===== config.mk =====
export PLATFORM = sky130hd
export DESIGN_NAME = sorted_list_engine
export DESIGN_NICKNAME = d
export VERILOG_FILES = /design/src/rtl/sle_pkg.sv /design/src/rtl/sle_ram.sv /design/src/rtl/sle_ctrl.sv /design/src/rtl/sle_dpath.sv /design/src/rtl/sorted_list_engine.sv
export SDC_FILE = /design/constraint.sdc
export NUM_CORES = 2
export LEC_CHECK = 0
export BUFFER_PORTS_ARGS = -buffer_cell sky130_fd_sc_hd__buf_4
export CELL_PAD_IN_SITES_DETAIL_PLACEMENT = 0
export CELL_PAD_IN_SITES_GLOBAL_PLACEMENT = 1
export CORE_MARGIN = 8
export CORE_UTILIZATION = 56
export CTS_CLUSTER_SIZE = 16
export DETAILED_ROUTE_END_ITERATION = 8
export GPL_TIMING_DRIVEN = 0
export PLACE_DENSITY_LB_ADDON = 0.2
export SLEW_MARGIN = 20
export SYNTH_ARGS = -nofsm -noshare
export SYNTH_HDL_FRONTEND = slang
export SYNTH_HIERARCHICAL = 1
export SYNTH_SLANG_ARGS = --single-unit

===== constraint.sdc =====
create_clock -name i_clk -period 6.9 [get_ports i_clk]
set_input_delay 1.725 -clock i_clk [delete_from_list [all_inputs] [get_ports i_clk]]
set_output_delay 1.725 -clock i_clk [all_outputs]
set_load 0.005 [all_outputs]

===== src/rtl/sle_pkg.sv =====
// Shared types and codes for the sorted list engine.
package sle_pkg;

    localparam logic [1:0] REQ_INSERT  = 2'd0;
    localparam logic [1:0] REQ_DEL_KEY = 2'd1;
    localparam logic [1:0] REQ_DEL_POS = 2'd2;

    localparam logic [1:0] ST_DONE = 2'd0;
    localparam logic [1:0] ST_MISS = 2'd1;
    localparam logic [1:0] ST_FULL = 2'd2;

    localparam logic [1:0] IDX_SRC_COUNT = 2'd0;
    localparam logic [1:0] IDX_SRC_ZERO  = 2'd1;
    localparam logic [1:0] IDX_SRC_POS   = 2'd2;

    localparam logic [1:0] RD_PREV = 2'd0;
    localparam logic [1:0] RD_CUR  = 2'd1;
    localparam logic [1:0] RD_NEXT = 2'd2;

    localparam logic WR_KEY  = 1'b0;
    localparam logic WR_DATA = 1'b1;

    typedef struct packed {
        logic       req_load;
        logic       idx_load;
        logic [1:0] idx_src;
        logic       idx_inc;
        logic       idx_dec;
        logic       rd_en;
        logic [1:0] rd_src;
        logic       wr_en;
        logic       wr_src;
        logic       cnt_inc;
        logic       cnt_dec;
        logic       out_load;
        logic [1:0] out_status;
    } t_cmd;

    typedef struct packed {
        logic full;
        logic pos_miss;
        logic idx_zero;
        logic idx_at_end;
        logic idx_last;
        logic key_less;
        logic key_equal;
        logic out_free;
    } t_sts;

endpackage


===== src/rtl/sle_ram.sv =====
// Generic simple dual-port RAM with registered read data.
module sle_ram #(
    parameter int WIDTH = 32,
    parameter int DEPTH = 64
) (
    input  logic                     i_clk,
    input  logic                     i_wr_en,
    input  logic [$clog2(DEPTH)-1:0] i_wr_addr,
    input  logic [WIDTH-1:0]         i_wr_data,
    input  logic                     i_rd_en,
    input  logic [$clog2(DEPTH)-1:0] i_rd_addr,
    output logic [WIDTH-1:0]         o_rd_data
);

    logic [WIDTH-1:0] r_mem [DEPTH];
    logic [WIDTH-1:0] r_rd_data;

    always_ff @(posedge i_clk) begin
        if (i_wr_en) begin
            r_mem[i_wr_addr] <= i_wr_data;
        end
    end

    always_ff @(posedge i_clk) begin
        if (i_rd_en) begin
            r_rd_data <= r_mem[i_rd_addr];
        end
    end

    assign o_rd_data = r_rd_data;

endmodule


===== src/rtl/sle_ctrl.sv =====
// Request sequencer: walks the sorted store one entry at a time.
module sle_ctrl (
    input  logic          i_clk,
    input  logic          i_rst_n,
    input  logic          i_valid,
    input  logic [1:0]    i_req_type,
    output logic          o_ready,
    input  sle_pkg::t_sts i_sts,
    output sle_pkg::t_cmd o_cmd
);

    localparam logic [2:0] S_IDLE    = 3'd0;
    localparam logic [2:0] S_INS_RD  = 3'd1;
    localparam logic [2:0] S_INS_CMP = 3'd2;
    localparam logic [2:0] S_DK_RD   = 3'd3;
    localparam logic [2:0] S_DK_CMP  = 3'd4;
    localparam logic [2:0] S_SH_RD   = 3'd5;
    localparam logic [2:0] S_SH_WR   = 3'd6;
    localparam logic [2:0] S_RESP    = 3'd7;

    logic [2:0] r_state;
    logic [2:0] n_state;
    logic [1:0] r_status;
    logic [1:0] n_status;

    always_ff @(posedge i_clk) begin
        if (!i_rst_n) begin
            r_state  <= S_IDLE;
            r_status <= sle_pkg::ST_DONE;
        end else begin
            r_state  <= n_state;
            r_status <= n_status;
        end
    end

    assign o_ready = (r_state == S_IDLE);

    always_comb begin
        n_state          = r_state;
        n_status         = r_status;
        o_cmd            = '0;
        o_cmd.out_status = r_status;
        case (r_state)
            S_IDLE: begin
                if (i_valid) begin
                    o_cmd.req_load = 1'b1;
                    case (i_req_type)
                        sle_pkg::REQ_INSERT: begin
                            if (i_sts.full) begin
                                n_status = sle_pkg::ST_FULL;
                                n_state  = S_RESP;
                            end else begin
                                o_cmd.idx_load = 1'b1;
                                o_cmd.idx_src  = sle_pkg::IDX_SRC_COUNT;
                                n_state        = S_INS_RD;
                            end
                        end
                        sle_pkg::REQ_DEL_KEY: begin
                            o_cmd.idx_load = 1'b1;
                            o_cmd.idx_src  = sle_pkg::IDX_SRC_ZERO;
                            n_state        = S_DK_RD;
                        end
                        sle_pkg::REQ_DEL_POS: begin
                            if (i_sts.pos_miss) begin
                                n_status = sle_pkg::ST_MISS;
                                n_state  = S_RESP;
                            end else begin
                                o_cmd.idx_load = 1'b1;
                                o_cmd.idx_src  = sle_pkg::IDX_SRC_POS;
                                n_state        = S_SH_RD;
                            end
                        end
                        default: begin
                            n_status = sle_pkg::ST_MISS;
                            n_state  = S_RESP;
                        end
                    endcase
                end
            end
            S_INS_RD: begin
                if (i_sts.idx_zero) begin
                    o_cmd.wr_en   = 1'b1;
                    o_cmd.wr_src  = sle_pkg::WR_KEY;
                    o_cmd.cnt_inc = 1'b1;
                    n_status      = sle_pkg::ST_DONE;
                    n_state       = S_RESP;
                end else begin
                    o_cmd.rd_en  = 1'b1;
                    o_cmd.rd_src = sle_pkg::RD_PREV;
                    n_state      = S_INS_CMP;
                end
            end
            S_INS_CMP: begin
                o_cmd.wr_en = 1'b1;
                if (i_sts.key_less) begin
                    o_cmd.wr_src  = sle_pkg::WR_DATA;
                    o_cmd.idx_dec = 1'b1;
                    n_state       = S_INS_RD;
                end else begin
                    o_cmd.wr_src  = sle_pkg::WR_KEY;
                    o_cmd.cnt_inc = 1'b1;
                    n_status      = sle_pkg::ST_DONE;
                    n_state       = S_RESP;
                end
            end
            S_DK_RD: begin
                if (i_sts.idx_at_end) begin
                    n_status = sle_pkg::ST_MISS;
                    n_state  = S_RESP;
                end else begin
                    o_cmd.rd_en  = 1'b1;
                    o_cmd.rd_src = sle_pkg::RD_CUR;
                    n_state      = S_DK_CMP;
                end
            end
            S_DK_CMP: begin
                if (i_sts.key_equal) begin
                    n_state = S_SH_RD;
                end else begin
                    o_cmd.idx_inc = 1'b1;
                    n_state       = S_DK_RD;
                end
            end
            S_SH_RD: begin
                if (i_sts.idx_last) begin
                    o_cmd.cnt_dec = 1'b1;
                    n_status      = sle_pkg::ST_DONE;
                    n_state       = S_RESP;
                end else begin
                    o_cmd.rd_en  = 1'b1;
                    o_cmd.rd_src = sle_pkg::RD_NEXT;
                    n_state      = S_SH_WR;
                end
            end
            S_SH_WR: begin
                o_cmd.wr_en   = 1'b1;
                o_cmd.wr_src  = sle_pkg::WR_DATA;
                o_cmd.idx_inc = 1'b1;
                n_state       = S_SH_RD;
            end
            S_RESP: begin
                if (i_sts.out_free) begin
                    o_cmd.out_load = 1'b1;
                    n_state        = S_IDLE;
                end
            end
            default: begin
                n_state = S_IDLE;
            end
        endcase
    end

endmodule


===== src/rtl/sle_dpath.sv =====
// Key store, walk index, entry count and result register.
module sle_dpath #(
    parameter int CAPACITY = 64,
    parameter int KEY_BITS = 32
) (
    input  logic          i_clk,
    input  logic          i_rst_n,
    input  logic [31:0]   i_key_value,
    input  logic [5:0]    i_position,
    input  logic          i_ready,
    output logic          o_valid,
    output logic [1:0]    o_status,
    output logic [6:0]    o_entry_count,
    input  sle_pkg::t_cmd i_cmd,
    output sle_pkg::t_sts o_sts
);

    localparam int CNT_W = $clog2(CAPACITY + 1);
    localparam int IDX_W = $clog2(CAPACITY);
    localparam int CMP_W = CNT_W + 6;

    logic [KEY_BITS-1:0] r_key;
    logic [CNT_W-1:0]    r_idx;
    logic [CNT_W-1:0]    n_idx;
    logic [CNT_W-1:0]    r_count;
    logic [CNT_W-1:0]    n_count;
    logic                r_out_valid;
    logic [1:0]          r_out_status;
    logic [6:0]          r_out_count;
    logic [CNT_W-1:0]    rd_idx;
    logic [KEY_BITS-1:0] rd_data;
    logic [KEY_BITS-1:0] wr_data;

    always_ff @(posedge i_clk) begin
        if (i_cmd.req_load) begin
            r_key <= KEY_BITS'(i_key_value);
        end
    end

    always_comb begin
        n_idx = r_idx;
        if (i_cmd.idx_load) begin
            case (i_cmd.idx_src)
                sle_pkg::IDX_SRC_COUNT: n_idx = r_count;
                sle_pkg::IDX_SRC_ZERO:  n_idx = '0;
                sle_pkg::IDX_SRC_POS:   n_idx = CNT_W'(i_position);
                default:                n_idx = '0;
            endcase
        end else if (i_cmd.idx_inc) begin
            n_idx = r_idx + CNT_W'(1);
        end else if (i_cmd.idx_dec) begin
            n_idx = r_idx - CNT_W'(1);
        end
    end

    always_comb begin
        n_count = r_count;
        if (i_cmd.cnt_inc) begin
            n_count = r_count + CNT_W'(1);
        end else if (i_cmd.cnt_dec) begin
            n_count = r_count - CNT_W'(1);
        end
    end

    always_ff @(posedge i_clk) begin
        if (!i_rst_n) begin
            r_idx       <= '0;
            r_count     <= '0;
            r_out_valid <= 1'b0;
        end else begin
            r_idx   <= n_idx;
            r_count <= n_count;
            if (i_cmd.out_load) begin
                r_out_valid <= 1'b1;
            end else if (i_ready) begin
                r_out_valid <= 1'b0;
            end
        end
    end

    always_ff @(posedge i_clk) begin
        if (i_cmd.out_load) begin
            r_out_status <= i_cmd.out_status;
            r_out_count  <= 7'(r_count);
        end
    end

    always_comb begin
        case (i_cmd.rd_src)
            sle_pkg::RD_PREV: rd_idx = r_idx - CNT_W'(1);
            sle_pkg::RD_CUR:  rd_idx = r_idx;
            sle_pkg::RD_NEXT: rd_idx = r_idx + CNT_W'(1);
            default:          rd_idx = r_idx;
        endcase
    end

    assign wr_data = (i_cmd.wr_src == sle_pkg::WR_DATA) ? rd_data : r_key;

    sle_ram #(
        .WIDTH(KEY_BITS),
        .DEPTH(CAPACITY)
    ) u_store (
        .i_clk    (i_clk),
        .i_wr_en  (i_cmd.wr_en),
        .i_wr_addr(r_idx[IDX_W-1:0]),
        .i_wr_data(wr_data),
        .i_rd_en  (i_cmd.rd_en),
        .i_rd_addr(rd_idx[IDX_W-1:0]),
        .o_rd_data(rd_data)
    );

    assign o_sts.full       = (r_count >= CNT_W'(CAPACITY));
    assign o_sts.pos_miss   = (CMP_W'(i_position) >= CMP_W'(r_count));
    assign o_sts.idx_zero   = (r_idx == '0);
    assign o_sts.idx_at_end = (r_idx == r_count);
    assign o_sts.idx_last   = ((r_idx + CNT_W'(1)) == r_count);
    assign o_sts.key_less   = (rd_data < r_key);
    assign o_sts.key_equal  = (rd_data == r_key);
    assign o_sts.out_free   = !r_out_valid || i_ready;

    assign o_valid       = r_out_valid;
    assign o_status      = r_out_status;
    assign o_entry_count = r_out_count;

endmodule


===== src/rtl/sorted_list_engine.sv =====
// Top level: sorted list priority queue, keys held in descending order.
// One request in flight; each entry visited is first read, then compared or written, since
// the key store has a single registered read port. Result register frees input side.
// Reset (i_rst_n low, synchronous) empties the list and drops any pending result.
module sorted_list_engine #(
    parameter int CAPACITY = 64,
    parameter int KEY_BITS = 32
) (
    input  logic        i_clk,
    input  logic        i_rst_n,
    input  logic        i_valid,
    output logic        o_ready,
    input  logic [1:0]  i_req_type,
    input  logic [31:0] i_key_value,
    input  logic [5:0]  i_position,
    output logic        o_valid,
    input  logic        i_ready,
    output logic [1:0]  o_status,
    output logic [6:0]  o_entry_count
);

    sle_pkg::t_cmd cmd;
    sle_pkg::t_sts sts;

    sle_ctrl u_ctrl (
        .i_clk     (i_clk),
        .i_rst_n   (i_rst_n),
        .i_valid   (i_valid),
        .i_req_type(i_req_type),
        .o_ready   (o_ready),
        .i_sts     (sts),
        .o_cmd     (cmd)
    );

    sle_dpath #(
        .CAPACITY(CAPACITY),
        .KEY_BITS(KEY_BITS)
    ) u_dpath (
        .i_clk        (i_clk),
        .i_rst_n      (i_rst_n),
        .i_key_value  (i_key_value),
        .i_position   (i_position),
        .i_ready      (i_ready),
        .o_valid      (o_valid),
        .o_status     (o_status),
        .o_entry_count(o_entry_count),
        .i_cmd        (cmd),
        .o_sts        (sts)
    );

endmodule


* After elaboration in Yosys (flattened, before gate mapping) *
Memories as Yosys holds them, arrays and structs flattened. A register that Yosys moved wholly into a read port is not among the register bits.
Cells that the tools add are included.

storage, ports and cells
  memories = 1
  bits of input ports = 44
  memory bits (read-only) = 0
  latch bits = 0
  bits in writable memories = 2048
  output and inout bits = 11
  register bits after elaboration = 61

cells by class
  multiplexer cells = 53
  shift operators = 0
  magnitude comparators = 3
  multipliers = 0
  reduce and logical (&&, ||, !) cells = 13
  equality and inequality tests = 23
  add/subtract/negate cells = 4
  bitwise operators = 0
  div/mod/pow operators = 0

memory list
  memory                 depth  bits a word  read ports  clocked after memory_dff  write ports  RTL line       text
  u_dpath.u_store.r_mem  64     32           1           1                         1            sle_ram.sv:15  logic [WIDTH-1:0] r_mem [DEPTH];

operators with widths
  cell                                                                count
  3-bit two-way mux                                                   12
  7-bit two-way mux                                                   5
  32-bit equality test                                                1
  32-bit < comparator                                                 1
  32-bit two-way mux                                                  1
  3-bit case mux with 3 select lines                                  3
  3-bit case mux with 8 select lines                                  1
  2-bit two-way mux                                                   9
  7-bit by 1-bit adder with 7-bit output, second input constant       2
  7-bit equality test                                                 2
  2-bit != test, second input constant                                7
  7-bit case mux with 2 select lines                                  1
  7-bit by 1-bit subtractor with 7-bit output, second input constant  2
  1-bit two-way mux                                                   13
  3-bit equality test, second input constant                          4
  2-bit case mux with 3 select lines                                  2
  6-bit case mux with 2 select lines                                  1
  2-bit case mux with 5 select lines                                  1
  9-bit AND reduction                                                 1
  4-bit two-way mux                                                   2
  6-bit by 7-bit greater-or-equal comparator with 1-bit output        1
  7-bit greater-or-equal comparator, second input constant            1
  7-bit logical NOT                                                   1
  2-bit equality test, second input constant                          3
  other kinds (13)                                                    19

* Depth between registers and ports, before layout *
  word-level depth = 8
  mapped depth = 21

* Hierarchy *
Netlist, hierarchy kept.

by module, submodules not included
  module     cells an instance  area each (µm²)  times used
  sle_ram    3324               78835.6          1
  sle_dpath  428                3915.0           1
  sle_ctrl   85                 564.3            1

* Least setup slack after synthesis *
Ideal clock, no wire load.

  kind = register to register
  start point = register u_dpath.u_store.r_rd_data[31], in the netlist u_dpath/u_store/o_rd_data[31] (read register of u_dpath.u_store.r_mem)
  end point = memory u_dpath.u_store.r_mem[0][17] (data pin)
  library setup time = 0.702 ns
  path slack = 1.665 ns
  cell stages (with the launch flop) = 12
  arrival time = 4.533 ns
  data required time = 6.198 ns
  cell sequence = edfxtp_1 -> ha_1 -> nand4_1 -> nor3_1 -> nand3_1 -> o211ai_1 -> nor3_1 -> nor2_1 -> nor2_1 -> clkbuf_1 -> clkbuf_1 -> o21ai_0

RTL lines
  item         RTL line       text
  from (decl)  sle_ram.sv:16  logic [WIDTH-1:0] r_rd_data;
  to (decl)    sle_ram.sv:15

==> results by group <==
Critical path
  – Cell breakdown of the critical path: ha_1 -> or4b_4 -> a2111oi_2 -> nor3_1 -> clkbuf_1 -> xor2_1 -> o21ai_1 -> buf_2 -> buf_2 -> buf_2 -> clkdlybuf4s15_1 -> nand3b_1 -> o221ai_1 -> a21oi_1 -> a21oi_1 -> nor2_1
  – Reg2Reg Depth: 16
  – Arrival @ worst endpoint: 7320 ps
  – Crit-path leading delay family: buffers and inverters
  – Critical path depth: 16
  – Crit. End Element: flop
  – CP peak stage delay: roughly 860 ps
  – Worst Path Max Fanout: 14
  – Required time worst endpoint: 7460 ps
  – Startpoint types: flop
  – Crit-path slowest cell: clkdlybuf4s15_1
  – Kind of critical path: flop to flop
  – Worst Path Buf+Inv: 5
  – Cell mode on critical path: buf_2

Final layout
  – Most frequent cells in the layout: 2121 x edfxtp_1, 544 x mux4_2, 210 x clkbuf_16
  – Fillcell total: between 9000 and 10000
  – Final non-filler cell total: 6393
  – Commonest non-fill, non-tap cell in the layout: edfxtp_1
  – Post-layout nets: 4394
  – Area grow syn2layout: 18.0%
  – Layout cells sized above 1: 0.290

GRT
  – First-pass GRT wire length: 347000 µm
  – Largest net degree at the start of global routing: 41
  – All-Layer GR Usage: 0.312
  – Initial antenna violation count: 6
  – Gr ovfl total: 0
  – Number of global-route vias before repair: 43350

Placement
  – RD Place Congestion: 0.889
  – Port Buffers: 54
  – Dpl cells: ~6000
  – Post-DP HPWL: 173000 µm

Logic synthesis
  – Ranking of synthesized cells by area: edfxtp_1 76%, mux4_2 15%, mux2i_1 1.2%, nor2_1 0.78%, ha_1 0.69%
  – FFs w/ async S/R, synth: 0
  – Register area share after synthesis: 0.769
  – Cells after synthesis: 3837
  – Synth Register Bits: 2141
  – Syn_nets: around 4000
  – Synth Warn #: 6
  – Post-synthesis cell type count: 68
  – Post-synth EDFFs: approximately 2100
  – Mean Syn Cell Area: 21.7 µm²
  – Mapped Area: 83300 µm²
  – Area leader, netlist: edfxtp_1
  – Most used flip-flop cell after synthesis: edfxtp_1
  – Synth top area share: 0.764

Routing
  – Wire length on met1: 89400 µm
  – Wire length per cell: roughly 40 µm
  – Antenna-violating nets left: 0
  – 1st-pass router iterations: 6
  – DRC: 0
  – Length of routed met3 wiring: 33300 µm
  – Via-to-Cell Ratio: 6.97
  – Final wirelength: approximately 250000 µm
  – Iteration-0 DRC Markers: ~7300
  – WL met2: 116000 µm
  – DR top layer: met5
  – Vias: ~45000

Timing
  – Fin crit share: 0.980
  – Min cycle time layout: 6760 ps
  – Relative slew slack: 0.175
  – Final number of setup-violating endpoints: 0
  – Hold Vio Cnt, Final: 0
  – Unrepaired setup endpoints after global routing: false
  – Post-route clock skew: roughly 35 ps
  – Worst-Margin Slew: 1240 ps
  – TNS Setup: 0 ps
  – Fmax: 148 MHz
  – Fin. max-slew vios: 0

Floorplan
  – Full die area: 161000 µm²
  – Core area: 148000 µm²
  – Std-Cell Rows: 141
  – IO Count: 55
  – Die height: 402 µm
  – Die X: 402 µm
  – Starting density of the core: 0.564

Worst hold path
  – HP Class: flop to flop
  – Hold path depth: 0

Clocking
  – Clock Tree Root: clkbuf_16
  – Longest Clk Path Bufs: 3
  – Clk_lat worst skew: 840 ps
  – H-tree Lvls: 4
  – CTS tree: yes
  – Clock sinks: 2141
  – CTS buffer count: 207
  – Reg clk slew, reported paths: 70 ps

Job
  – Max-Cap Viols: 0

Status
  – Status: completed
routing by layer:
metal	global-route usage	vias up
met3	0.0872	652
li1	-	17087
met1	0.419	23374
met2	0.476	3433
met5	0	-
met4	0.155	2
metrics by stage:
step                      instance area [µm²]  worst slack [ps]  utilization  hold slack (ps)
after floorplan                         83300              1670            -              408
after global placement                  86100             -4790        0.583              415
after detailed placement                91900              -307        0.622              422
after CTS                               98300              40.7        0.666              437
after global routing                    98300              2.30        0.666              456
final                                   98300               140        0.666              437
flip-flops by register name (all words and copies together), names as in the netlist:
register / count
u_dpath/u_store/r_mem: 2048
u_dpath/r_key: 32
u_dpath/u_store/o_rd_data: 32
u_dpath/o_entry_count: 7
u_dpath/r_count: 7
u_dpath/r_idx: 7
u_ctrl/r_state: 3
u_ctrl/r_status: 2
u_dpath/o_status: 2
u_dpath/o_valid: 1
cell type report:
class | instances | area [µm²] | share of cell area
buffer | 206 | 1030 | 0.0104
tap | 1930 | 2410 | 0.0246
clock inverter | 102 | 923 | 0.00939
inverter | 51 | 191 | 0.00195
sequential | 2141 | 64100 | 0.652
multi-input combinational | 1438 | 18900 | 0.192
timing repair buffer | 258 | 5280 | 0.0537
antenna | 1 | 2.50 | 0.0000255
clock buffer | 266 | 5490 | 0.0558
path summary, 6_finish.rpt:
path	from	end	slack, ps
worst max-delay path	u_dpath/r_idx[0]	u_dpath/u_store/o_rd_data[22]	140
worst max register to register	u_dpath/r_idx[0]	u_dpath/u_store/o_rd_data[22]	140
worst min register to register	u_ctrl/r_status[0]	u_dpath/o_status[0]	440
worst min-delay path	u_ctrl/r_status[0]	u_dpath/o_status[0]	440
cells by family after synthesis:
group	Yosys count	share of synthesized area
muxes	649	0.160
xor gates and xnor gates	27	0.00284
DFF	2141	0.769
adders and majority gates	47	0.00715
AOI/OAI and AO/OA	319	0.0247
and+or+nand+nor	396	0.0221
buffers and inverters	258	0.0143
cells in the mapped netlist, types with 14 or more instances:
cell	number
nor3_1	21
mux2i_1	104
o21ai_0	44
buf_1	21
o22ai_1	86
nand3_1	19
o221ai_1	27
inv_1	49
dfxtp_1	20
a22oi_1	16
buf_2	62
a21oi_1	81
nor2_1	174
mux4_2	544
nor2b_1	28
clkbuf_1	92
nand2_1	80
xor2_1	14
edfxtp_1	2121
buf_4	26
ha_1	46
what timing repair did:
item	4_1_cts	5_1_grt
setup buffers	0	0
pin swaps	0	0
cloned	0	0
setup endpoints to repair	3	21
hold buffers	0	0
resized for setup	3	3
Power is not shown: default switching activity piles up to over one toggle a cycle in this logic, so the estimate is an artifact.
